`src/design/asdd_pkg.sv`:
```
package asdd_pkg;

   localparam int unsigned RAW_W      = 16;
   localparam int unsigned ABS_W      = 17;
   localparam int unsigned SCALED_W   = 21;
   localparam int unsigned QUOT_IN_W  = 19;
   localparam int unsigned RECIP_W    = 20;
   localparam int unsigned QPROD_W    = 38;
   localparam int unsigned MAG_W      = 15;
   localparam int unsigned DIGIT_W    = 4;
   localparam int unsigned DIGITS     = 5;
   localparam int unsigned BCD_W      = DIGIT_W * DIGITS;
   localparam int unsigned DABBLE_BITS = 5;

   localparam logic [5:0]           SCALE_NUM   = 6'd39;
   localparam logic [2:0]           ROUND_BIAS  = 3'd5;
   // (32767 + 1) * 10: scaled product at or above this saturates
   localparam logic [SCALED_W-1:0]  SAT_LIMIT   = 21'd327680;
   // ceil(2^23 / 10), exact quotient by ten for inputs below 2^19
   localparam logic [RECIP_W-1:0]   RECIP       = 20'd838861;
   localparam int unsigned          RECIP_SHIFT = 23;
   localparam logic [MAG_W-1:0]     MAG_MAX     = 15'h7fff;
   localparam logic [DIGIT_W-1:0]   ADD_THRESH  = 4'd5;
   localparam logic [DIGIT_W-1:0]   ADD_ADJUST  = 4'd3;

   typedef struct packed {
      logic             negative;
      logic [MAG_W-1:0] magnitude;
   } asdd_meta_type;

endpackage

```
`src/design/asdd_dabble_stage.sv`:
```
module asdd_dabble_stage (
   input  logic                        clock,
   input  logic                        reset,
   input  logic                        in_valid,
   output logic                        in_ready,
   input  asdd_pkg::asdd_meta_type     in_meta,
   input  logic [asdd_pkg::MAG_W-1:0]  in_rest,
   input  logic [asdd_pkg::BCD_W-1:0]  in_bcd,
   output logic                        out_valid,
   input  logic                        out_ready,
   output asdd_pkg::asdd_meta_type     out_meta,
   output logic [asdd_pkg::MAG_W-1:0]  out_rest,
   output logic [asdd_pkg::BCD_W-1:0]  out_bcd
);
   import asdd_pkg::*;

   logic              valid_ff;
   asdd_meta_type     meta_ff;
   logic [MAG_W-1:0]  rest_ff;
   logic [BCD_W-1:0]  bcd_ff;
   logic [MAG_W-1:0]  rest_in;
   logic [BCD_W-1:0]  bcd_in;

   assign in_ready = !valid_ff || out_ready;

   // shift-add-3 over the top bits of the remaining binary value
   always_comb begin
      logic [BCD_W-1:0] acc;
      logic [MAG_W-1:0] bits;
      acc  = in_bcd;
      bits = in_rest;
      for (int i = 0; i < DABBLE_BITS; i++) begin
         for (int d = 0; d < DIGITS; d++) begin
            if (acc[d*DIGIT_W +: DIGIT_W] >= ADD_THRESH) begin
               acc[d*DIGIT_W +: DIGIT_W] = acc[d*DIGIT_W +: DIGIT_W] + ADD_ADJUST;
            end
         end
         acc  = {acc[BCD_W-2:0], bits[MAG_W-1]};
         bits = {bits[MAG_W-2:0], 1'b0};
      end
      bcd_in  = acc;
      rest_in = bits;
   end

   always_ff @(posedge clock) begin
      if (reset) begin
         valid_ff <= 1'b0;
      end else if (in_ready) begin
         valid_ff <= in_valid;
      end
   end

   always_ff @(posedge clock) begin
      if (in_valid && in_ready) begin
         meta_ff <= in_meta;
         rest_ff <= rest_in;
         bcd_ff  <= bcd_in;
      end
   end

   assign out_valid = valid_ff;
   assign out_meta  = meta_ff;
   assign out_rest  = rest_ff;
   assign out_bcd   = bcd_ff;

endmodule

```
`src/design/accel_sample_to_decimal_display_core.sv`:
```
// Accelerometer sample to decimal display core.
// Input channel (req_): one word per sample, low and high register bytes of
// a signed 16-bit axis reading, taken when req_valid and req_ready are high.
// Result channel (rsp_): one word per sample, in order: sign flag, magnitude
// of the sample scaled by 3.9 (rounded half away from zero, saturated at
// 32767) and its five decimal digits.
// Throughput: one sample per cycle while rsp_ready is high. There are seven register stages
// (sign/abs, multiply by 39, reciprocal multiply for divide by ten,
// saturate, three shift-add-3 stages of five bits each).
// Each stage holds its word until the next is free; bubbles close up, so
// req_ready stays high while any stage is empty even if rsp_ready is low.
// When rsp_ready is held low, the pipeline fills and req_ready drops;
// nothing is lost or repeated.
// Reset clears all stage valid bits; the block takes a sample in the
// first cycle after reset.
module accel_sample_to_decimal_display_core (
   input  logic       clock,
   input  logic       reset,
   input  logic       req_valid,
   output logic       req_ready,
   input  logic [7:0] req_low_byte,
   input  logic [7:0] req_high_byte,
   output logic       rsp_valid,
   input  logic       rsp_ready,
   output logic       rsp_negative,
   output logic [14:0] rsp_magnitude,
   output logic [3:0] rsp_ones_digit,
   output logic [3:0] rsp_tens_digit,
   output logic [3:0] rsp_hundreds_digit,
   output logic [3:0] rsp_thousands_digit,
   output logic [1:0] rsp_ten_thousands_digit
);
   import asdd_pkg::*;

   // stage 1: sign and absolute value
   logic               s1_valid_ff;
   logic               s1_ready;
   logic               s1_neg_ff;
   logic [ABS_W-1:0]   s1_abs_ff;
   logic [RAW_W-1:0]   raw;
   logic [ABS_W-1:0]   s1_abs_in;

   // stage 2: times 39 plus rounding bias
   logic                  s2_valid_ff;
   logic                  s2_ready;
   logic                  s2_neg_ff;
   logic [SCALED_W-1:0]   s2_scaled_ff;
   logic [ABS_W+5:0]      s2_prod;
   logic [SCALED_W-1:0]   s2_scaled_in;

   // stage 3: reciprocal multiply, saturation flag
   logic                    s3_valid_ff;
   logic                    s3_ready;
   logic                    s3_neg_ff;
   logic                    s3_sat_ff;
   logic [QPROD_W-1:0]      s3_qprod_ff;
   logic [QPROD_W:0]        s3_qprod_in;

   // stage 4: magnitude
   logic                s4_valid_ff;
   logic                s4_ready;
   asdd_meta_type       s4_meta_ff;
   logic [MAG_W-1:0]    s4_mag_in;

   logic                d1_valid, d1_ready, d2_valid, d2_ready, d3_valid;
   logic                d3_ready_w;
   asdd_meta_type       d1_meta, d2_meta, d3_meta;
   logic [MAG_W-1:0]    d1_rest, d2_rest;
   logic [BCD_W-1:0]    d1_bcd, d2_bcd, d3_bcd;

   assign s4_ready  = !s4_valid_ff || d1_ready;
   assign s3_ready  = !s3_valid_ff || s4_ready;
   assign s2_ready  = !s2_valid_ff || s3_ready;
   assign s1_ready  = !s1_valid_ff || s2_ready;
   assign req_ready = s1_ready;

   assign raw       = {req_high_byte, req_low_byte};
   assign s1_abs_in = raw[RAW_W-1] ? (ABS_W'(0) - {1'b1, raw}) : {1'b0, raw};

   assign s2_prod      = (ABS_W+6)'(s1_abs_ff) * (ABS_W+6)'(SCALE_NUM);
   assign s2_scaled_in = s2_prod[SCALED_W-1:0] + SCALED_W'(ROUND_BIAS);

   assign s3_qprod_in = (QPROD_W+1)'(s2_scaled_ff[QUOT_IN_W-1:0]) * (QPROD_W+1)'(RECIP);

   assign s4_mag_in = s3_sat_ff ? MAG_MAX
                                : s3_qprod_ff[RECIP_SHIFT +: MAG_W];

   always_ff @(posedge clock) begin
      if (reset) begin
         s1_valid_ff <= 1'b0;
         s2_valid_ff <= 1'b0;
         s3_valid_ff <= 1'b0;
         s4_valid_ff <= 1'b0;
      end else begin
         if (s1_ready) begin
            s1_valid_ff <= req_valid;
         end
         if (s2_ready) begin
            s2_valid_ff <= s1_valid_ff;
         end
         if (s3_ready) begin
            s3_valid_ff <= s2_valid_ff;
         end
         if (s4_ready) begin
            s4_valid_ff <= s3_valid_ff;
         end
      end
   end

   always_ff @(posedge clock) begin
      if (req_valid && s1_ready) begin
         s1_neg_ff <= raw[RAW_W-1];
         s1_abs_ff <= s1_abs_in;
      end
      if (s1_valid_ff && s2_ready) begin
         s2_neg_ff    <= s1_neg_ff;
         s2_scaled_ff <= s2_scaled_in;
      end
      if (s2_valid_ff && s3_ready) begin
         s3_neg_ff   <= s2_neg_ff;
         s3_sat_ff   <= s2_scaled_ff >= SAT_LIMIT;
         s3_qprod_ff <= s3_qprod_in[QPROD_W-1:0];
      end
      if (s3_valid_ff && s4_ready) begin
         s4_meta_ff.negative  <= s3_neg_ff && (s4_mag_in != '0);
         s4_meta_ff.magnitude <= s4_mag_in;
      end
   end

   asdd_dabble_stage u_dabble_hi (
      .clock     (clock),
      .reset     (reset),
      .in_valid  (s4_valid_ff),
      .in_ready  (d1_ready),
      .in_meta   (s4_meta_ff),
      .in_rest   (s4_meta_ff.magnitude),
      .in_bcd    ('0),
      .out_valid (d1_valid),
      .out_ready (d2_ready),
      .out_meta  (d1_meta),
      .out_rest  (d1_rest),
      .out_bcd   (d1_bcd)
   );

   asdd_dabble_stage u_dabble_mid (
      .clock     (clock),
      .reset     (reset),
      .in_valid  (d1_valid),
      .in_ready  (d2_ready),
      .in_meta   (d1_meta),
      .in_rest   (d1_rest),
      .in_bcd    (d1_bcd),
      .out_valid (d2_valid),
      .out_ready (d3_ready_w),
      .out_meta  (d2_meta),
      .out_rest  (d2_rest),
      .out_bcd   (d2_bcd)
   );

   asdd_dabble_stage u_dabble_lo (
      .clock     (clock),
      .reset     (reset),
      .in_valid  (d2_valid),
      .in_ready  (d3_ready_w),
      .in_meta   (d2_meta),
      .in_rest   (d2_rest),
      .in_bcd    (d2_bcd),
      .out_valid (d3_valid),
      .out_ready (rsp_ready),
      .out_meta  (d3_meta),
      .out_rest  (),
      .out_bcd   (d3_bcd)
   );

   assign rsp_valid              = d3_valid;
   assign rsp_negative           = d3_meta.negative;
   assign rsp_magnitude          = d3_meta.magnitude;
   assign rsp_ones_digit         = d3_bcd[0*DIGIT_W +: DIGIT_W];
   assign rsp_tens_digit         = d3_bcd[1*DIGIT_W +: DIGIT_W];
   assign rsp_hundreds_digit     = d3_bcd[2*DIGIT_W +: DIGIT_W];
   assign rsp_thousands_digit    = d3_bcd[3*DIGIT_W +: DIGIT_W];
   assign rsp_ten_thousands_digit = d3_bcd[4*DIGIT_W +: 2];

`ifndef SYNTHESIS
   a_neg_nonzero: assert property (@(posedge clock) disable iff (reset)
      rsp_valid && rsp_negative |-> rsp_magnitude != '0)
      else $error("negative flag with zero magnitude");

   a_digits_match: assert property (@(posedge clock) disable iff (reset)
      rsp_valid |-> (17'(rsp_ten_thousands_digit) * 17'd10000
                     + 17'(rsp_thousands_digit) * 17'd1000
                     + 17'(rsp_hundreds_digit) * 17'd100
                     + 17'(rsp_tens_digit) * 17'd10
                     + 17'(rsp_ones_digit)) == 17'(rsp_magnitude))
      else $error("decimal digits disagree with magnitude");

   a_s1_hold: assert property (@(posedge clock) disable iff (reset)
      s1_valid_ff && !s2_ready |=> s1_valid_ff && $stable(s1_abs_ff))
      else $error("first stage word changed while stalled");

   a_sat_top: assert property (@(posedge clock) disable iff (reset)
      s4_valid_ff |-> (s4_meta_ff.magnitude == MAG_MAX) || !$past(s3_sat_ff)
                      || !$past(s3_valid_ff && s4_ready))
      else $error("saturated word lost its clamp");
`endif

endmodule
```
`config.mk`:
```
export PLATFORM = sky130hd
export DESIGN_NAME = accel_sample_to_decimal_display_core
export DESIGN_NICKNAME = d
export VERILOG_FILES = /design/src/design/asdd_pkg.sv /design/src/design/asdd_dabble_stage.sv /design/src/design/accel_sample_to_decimal_display_core.sv
export SDC_FILE = /design/constraint.sdc
export NUM_CORES = 1
export LEC_CHECK = 0
export BUFFER_PORTS_ARGS = -buffer_cell sky130_fd_sc_hd__buf_2
export CAP_MARGIN = 20
export CORE_MARGIN = 1.5
export CORE_UTILIZATION = 55
export DETAILED_ROUTE_END_ITERATION = 8
export PLACE_DENSITY = 0.8
export SKIP_CTS_REPAIR_TIMING = 1
export SYNTH_ARGS = -nofsm -noshare
export SYNTH_HDL_FRONTEND = slang
export SYNTH_HIERARCHICAL = 1
export SYNTH_SLANG_ARGS = --single-unit
```
`constraint.sdc`:
```
create_clock -name clock -period 5.6 [get_ports clock]
set_clock_uncertainty 0.05 [all_clocks]
set_input_delay 0 -clock clock [delete_from_list [all_inputs] [get_ports clock]]
set_output_delay 0 -clock clock [all_outputs]
set_load 0.05 [all_outputs]
```
# [Word level (Yosys, flattened, before mapping)]
# Cells that the tools add are included.
[word_totals] regBits=220 in_bits=20 output_inout_bits=36
[op_classes] addsub=62 multipliers=2 n_lt_le_gt_ge=61 n_mux=62 n_reduce_logical=23
[op_table] cell="$ge A4 B3 Y1 const B" count=55
[op_table] cell="$mux W4" count=49
[op_table] cell="$add A4 B2 Y4 const B" count=46
[op_table] cell="$mul A19 B20 Y38 const B" count=1
[op_table] cell="$mux W15" count=2
[op_table] cell="$mux W3" count=9
[op_table] cell="$add A3 B2 Y3 const B" count=8
[op_table] cell="$add A21 B3 Y21 const B" count=1
[op_table] cell="$ge A21 B19 Y1 const B" count=1
[op_table] cell="$mul A17 B6 Y21 const B" count=1
[op_table] cell="$sub A1 B17 Y17 const A" count=1
[op_table] cell="$reduce_bool A15 Y1" count=1
[op_table] cell="$add A1 B2 Y3 const B" count=4
[op_table] cell="$ge A1 B3 Y1 const B" count=4
[op_table] cell="$logic_and A1 B1 Y1" count=8
[op_table] cell="$logic_not A1 Y1" count=7
[op_table] cell="$logic_or A1 B1 Y1" count=7
[op_table] cell="$add A1 B2 Y3 const AB" count=1
[op_table] cell="$ge A1 B3 Y1 const AB" count=1
[op_table] cell="$mux W1" count=2
[op_table] cell="$add A1 B1 Y1 const B" count=1

# [Depth between registers and ports, before layout]
[logic_depth] depth_word=10 depth_mapped=23 mapped_depth_nobuf=23

# [Modules after synthesis]
# The synthesis kept the hierarchy.
[by_module_without_submodules] mod="accel_sample_to_decimal_display_core" n_inst=1 cells_each=977 area_per_inst_um2=10249.8 seq_area_each_um2=2272.2
[by_module_without_submodules] mod="asdd_dabble_stage (u_dabble_hi ...)" n_inst=2 cells_each=553 area_per_inst_um2=4792.1 seq_area_each_um2=1401.3
[by_module_without_submodules] mod="asdd_dabble_stage (u_dabble_lo)" n_inst=1 cells_each=520 area_per_inst_um2=4530.6 seq_area_each_um2=1401.3

# [Worst setup path before layout]
# OpenSTA, ideal clock, no wires.
[synth_timing] path_type="register to register" start="register s2_scaled_ff[17]" end="register s3_qprod_ff[36], data pin" setup_ps=259 arrival_time_ps=5477 path_slack_ps=-186 path_stages_with_launch=24 n_path_buf=0 path_cell_list="edfxtp_1 > inv_1 > ha_1 > inv_1 > ha_1 > xnor2_1 > inv_1 > fa_1 > inv_1 > fa_1 > inv_1 > fa_1 > inv_1 > fa_1 > inv_1 > ha_1 > nand2_1 > nor4_2 > o311ai_0 > nand3_1 > a31oi_2 > o311ai_0 > o211ai_1 > xnor2_1"
[synth_via] elab_chain_cells=1
[synth_rtl] element="start, declared" line_no="accel_sample_to_decimal_display_core.sv:47" text="logic [SCALED_W-1:0] s2_scaled_ff;"
[synth_rtl] element="start signal, assigned" line_no="accel_sample_to_decimal_display_core.sv:117" text="s2_scaled_ff <= s2_scaled_in;"
[synth_rtl] element="$mul A19 B20 Y38" line_no="accel_sample_to_decimal_display_core.sv:83" text="assign s3_qprod_in = (QPROD_W+1)'(s2_scaled_ff[QUOT_IN_W-1:0]) * (QPROD_W+1)'(RECIP);"
[synth_rtl] element="net s3_qprod_in[36]" line_no="accel_sample_to_decimal_display_core.sv:57" text="logic [QPROD_W:0] s3_qprod_in;"
[synth_rtl] element="end signal, assigned" line_no="accel_sample_to_decimal_display_core.sv:122" text="s3_qprod_ff <= s3_qprod_in[QPROD_W-1:0];"
[synth_rtl] element="end, declared" line_no="accel_sample_to_decimal_display_core.sv:56" text="logic [QPROD_W-1:0] s3_qprod_ff;"
# The timed path passes the listed nets, and every way through them passes these cells.
# A chain may end at the register's enable or synchronous reset.

# [Final worst setup path]
[layout_timing] start="register s2_scaled_ff[8]" end="register s3_qprod_ff[31], data pin"
# The elaborated chain is that of the path after synthesis.

==> results by group <==
Synthesis
  • Synth warn: 6
  • Synth Area per Inst: 9.24 sq um
  • Post-synthesis cell area: 0.0237 sq mm
  • Cells after Synth: 2562

Clock network
  • Worst-Skew Late Latency: 0.56 ns
  • Clock Path Buffers: 3
  • Num CTS Buffers: 25
  • CTS tree: done
  • Root Buffer: clkbuf_16
  • Clk sinks: 201
  • Reg clk slew, reported paths: 0.06 ns
  • CTS H-tree depth: 1

Final layout
  • Commonest non-fill, non-tap cell in the layout: inv_1
  • Most frequent cells in the layout: inv_1 (361), ha_1 (228), edfxtp_1 (194)
  • Area Overhead vs Synth: 13.9%
  • Diodes inserted: 0
  • Fin nets: 3196
  • Share of cells above drive strength 1: 14.7%

Floorplan
  • Die Wd: 211 microns
  • Core area: 0.0422 sq mm
  • Die Height: 211 microns
  • Starting Density: 56.1%
  • # IOs: 56
  • Rows: 75
  • Die footprint: 0.0443 sq mm

STA
  • Slew Limit Fails: 0
  • Least-Margin Pin Slew: 1.08 ns
  • F_max: 174 MHz
  • Fin crit share: 102%
  • Hold slack: 0.172 ns
  • Tmin final: 5.73 ns
  • Final hold vios: 0
  • RSZ-0062 raised after global routing: true
  • Slew HR: 28.2%
  • Final setup fails: 6
  • Final worst setup slack: -0.135 ns

Global routing
  • Initial antenna violation count: 0
  • Vias in the first global route: 19100
  • Total gr overflow: 0
  • First-pass GRT wire length: 84.7 mm
  • Total GRT Usage: 22.4%
  • Largest net degree at the start of global routing: 47

Placed design
  • GPL Wtd Cong: 0.899
  • DP Worst Slack: -0.373 ns
  • I/O Buffers: 55
  • Post-detail-place hpwl: 39.9 mm

Drt
  • Routed wire length: 53.1 mm
  • DR WL/cell: 15.8 microns
  • Via density per instance: 5.92
  • Initial drt markers: 1221
  • Via count: 19900
  • 1st-pass router iterations: 6
  • Post-route DRC: 0
  • DRT antenna net count: 0

Worst setup path
  • Most used cell along the critical path: inv_2
  • Max incr delay on CP: 0.57 ns
  • CP top delay family: adder cells
  • Reg2reg setup slack: -0.13 ns
  • Slowest CP cell: fa_1
  • Cell Chain, Critical Path: inv_1 -> ha_1 -> fa_2 -> inv_2 -> fa_2 -> fa_1 -> inv_2 -> fa_1 -> inv_2 -> fa_1 -> inv_2 -> ha_4 -> a21o_1 -> a21o_1 -> a211oi_2 -> nand3_2 -> a31oi_4 -> buf_6 -> nand2b_4 -> a221oi_4 -> xnor2_1
  • Worst Setup SP: s2_scaled_ff[8]
  • CP Data Arrival Time: 5.99 ns
  • Max FO, Critical Path: 5
  • CP Capture Type: flop
  • Worst EP required: 5.85 ns
  • WS Path Type: flop to flop
  • WP buf/inv: 6
  • Launch point of the worst reg-to-reg path: s2_scaled_ff[8]
  • Critical Path Start Type: flop

Hold path
  • Min-delay worst type: input port to flop
  • Worst hold path startpoint: req_low_byte[0]

Outcome
  • Outcome: finished with violations
  • Violated checks: setup timing

Job
  • # Max-Cap Violations: 0
-- per-layer routing --
layer	vias up	global-route usage, %	part of all wire (%)
met2	554	42.3	52
met1	9555	26.8	41
met5	-	0	0
li1	9645	-	-
met4	0	6.31	2.8
met3	119	2.16	4.0
-- path summary, 6_finish.rpt --
| kind | to | cells past startpoint |
|---|---|---|
| worst max register to register | s3_qprod_ff[31] | 21 |
| worst max-delay path | s3_qprod_ff[31] | 21 |
| worst min-delay path | s1_abs_ff[0] | 2 |
| worst min register to register | u_dabble_lo/out_meta[9] | 0 |
-- flip-flops by register name, indices dropped and copies added, names as in the netlist, 5 cells and up --
name                   flops
u_dabble_hi/out_meta      16
s3_qprod_ff               15
s1_abs_ff                 17
u_dabble_hi/out_bcd       20
u_dabble_lo/out_meta      16
u_dabble_lo/out_bcd       18
s4_meta_ff                16
u_dabble_mid/out_rest      5
u_dabble_hi/out_rest      10
u_dabble_mid/out_meta     16
u_dabble_mid/out_bcd      20
s2_scaled_ff              21
-- through the flow --
stage / util [%] / setup TNS [ns] / cell area [sq um] / std cells
after floorplan: - / -0.0349 / 24100 / 2660
after global placement: 59.9 / -1.31 / 25300 / 3273
after detailed placement: 59.9 / -2.88 / 25300 / 3273
after CTS: 62.0 / -3.12 / 26200 / 3319
after global routing: 63.9 / -2.18 / 27000 / 3359
final: 63.9 / -0.521 / 27000 / 3359
-- final cells by class --
type | count | area (sq um)
Inverter | 390 | 1470
Clock inverter | 19 | 262
Timing Repair Buffer | 162 | 1190
Clock buffer | 27 | 633
Sequential cell | 201 | 5970
Tap cell | 539 | 674
Fill cell | 3184 | 15300
Multi-Input combinational cell | 2021 | 16800
Power is not shown: default switching activity piles up to over one toggle a cycle in this logic, so the estimate is an artifact.
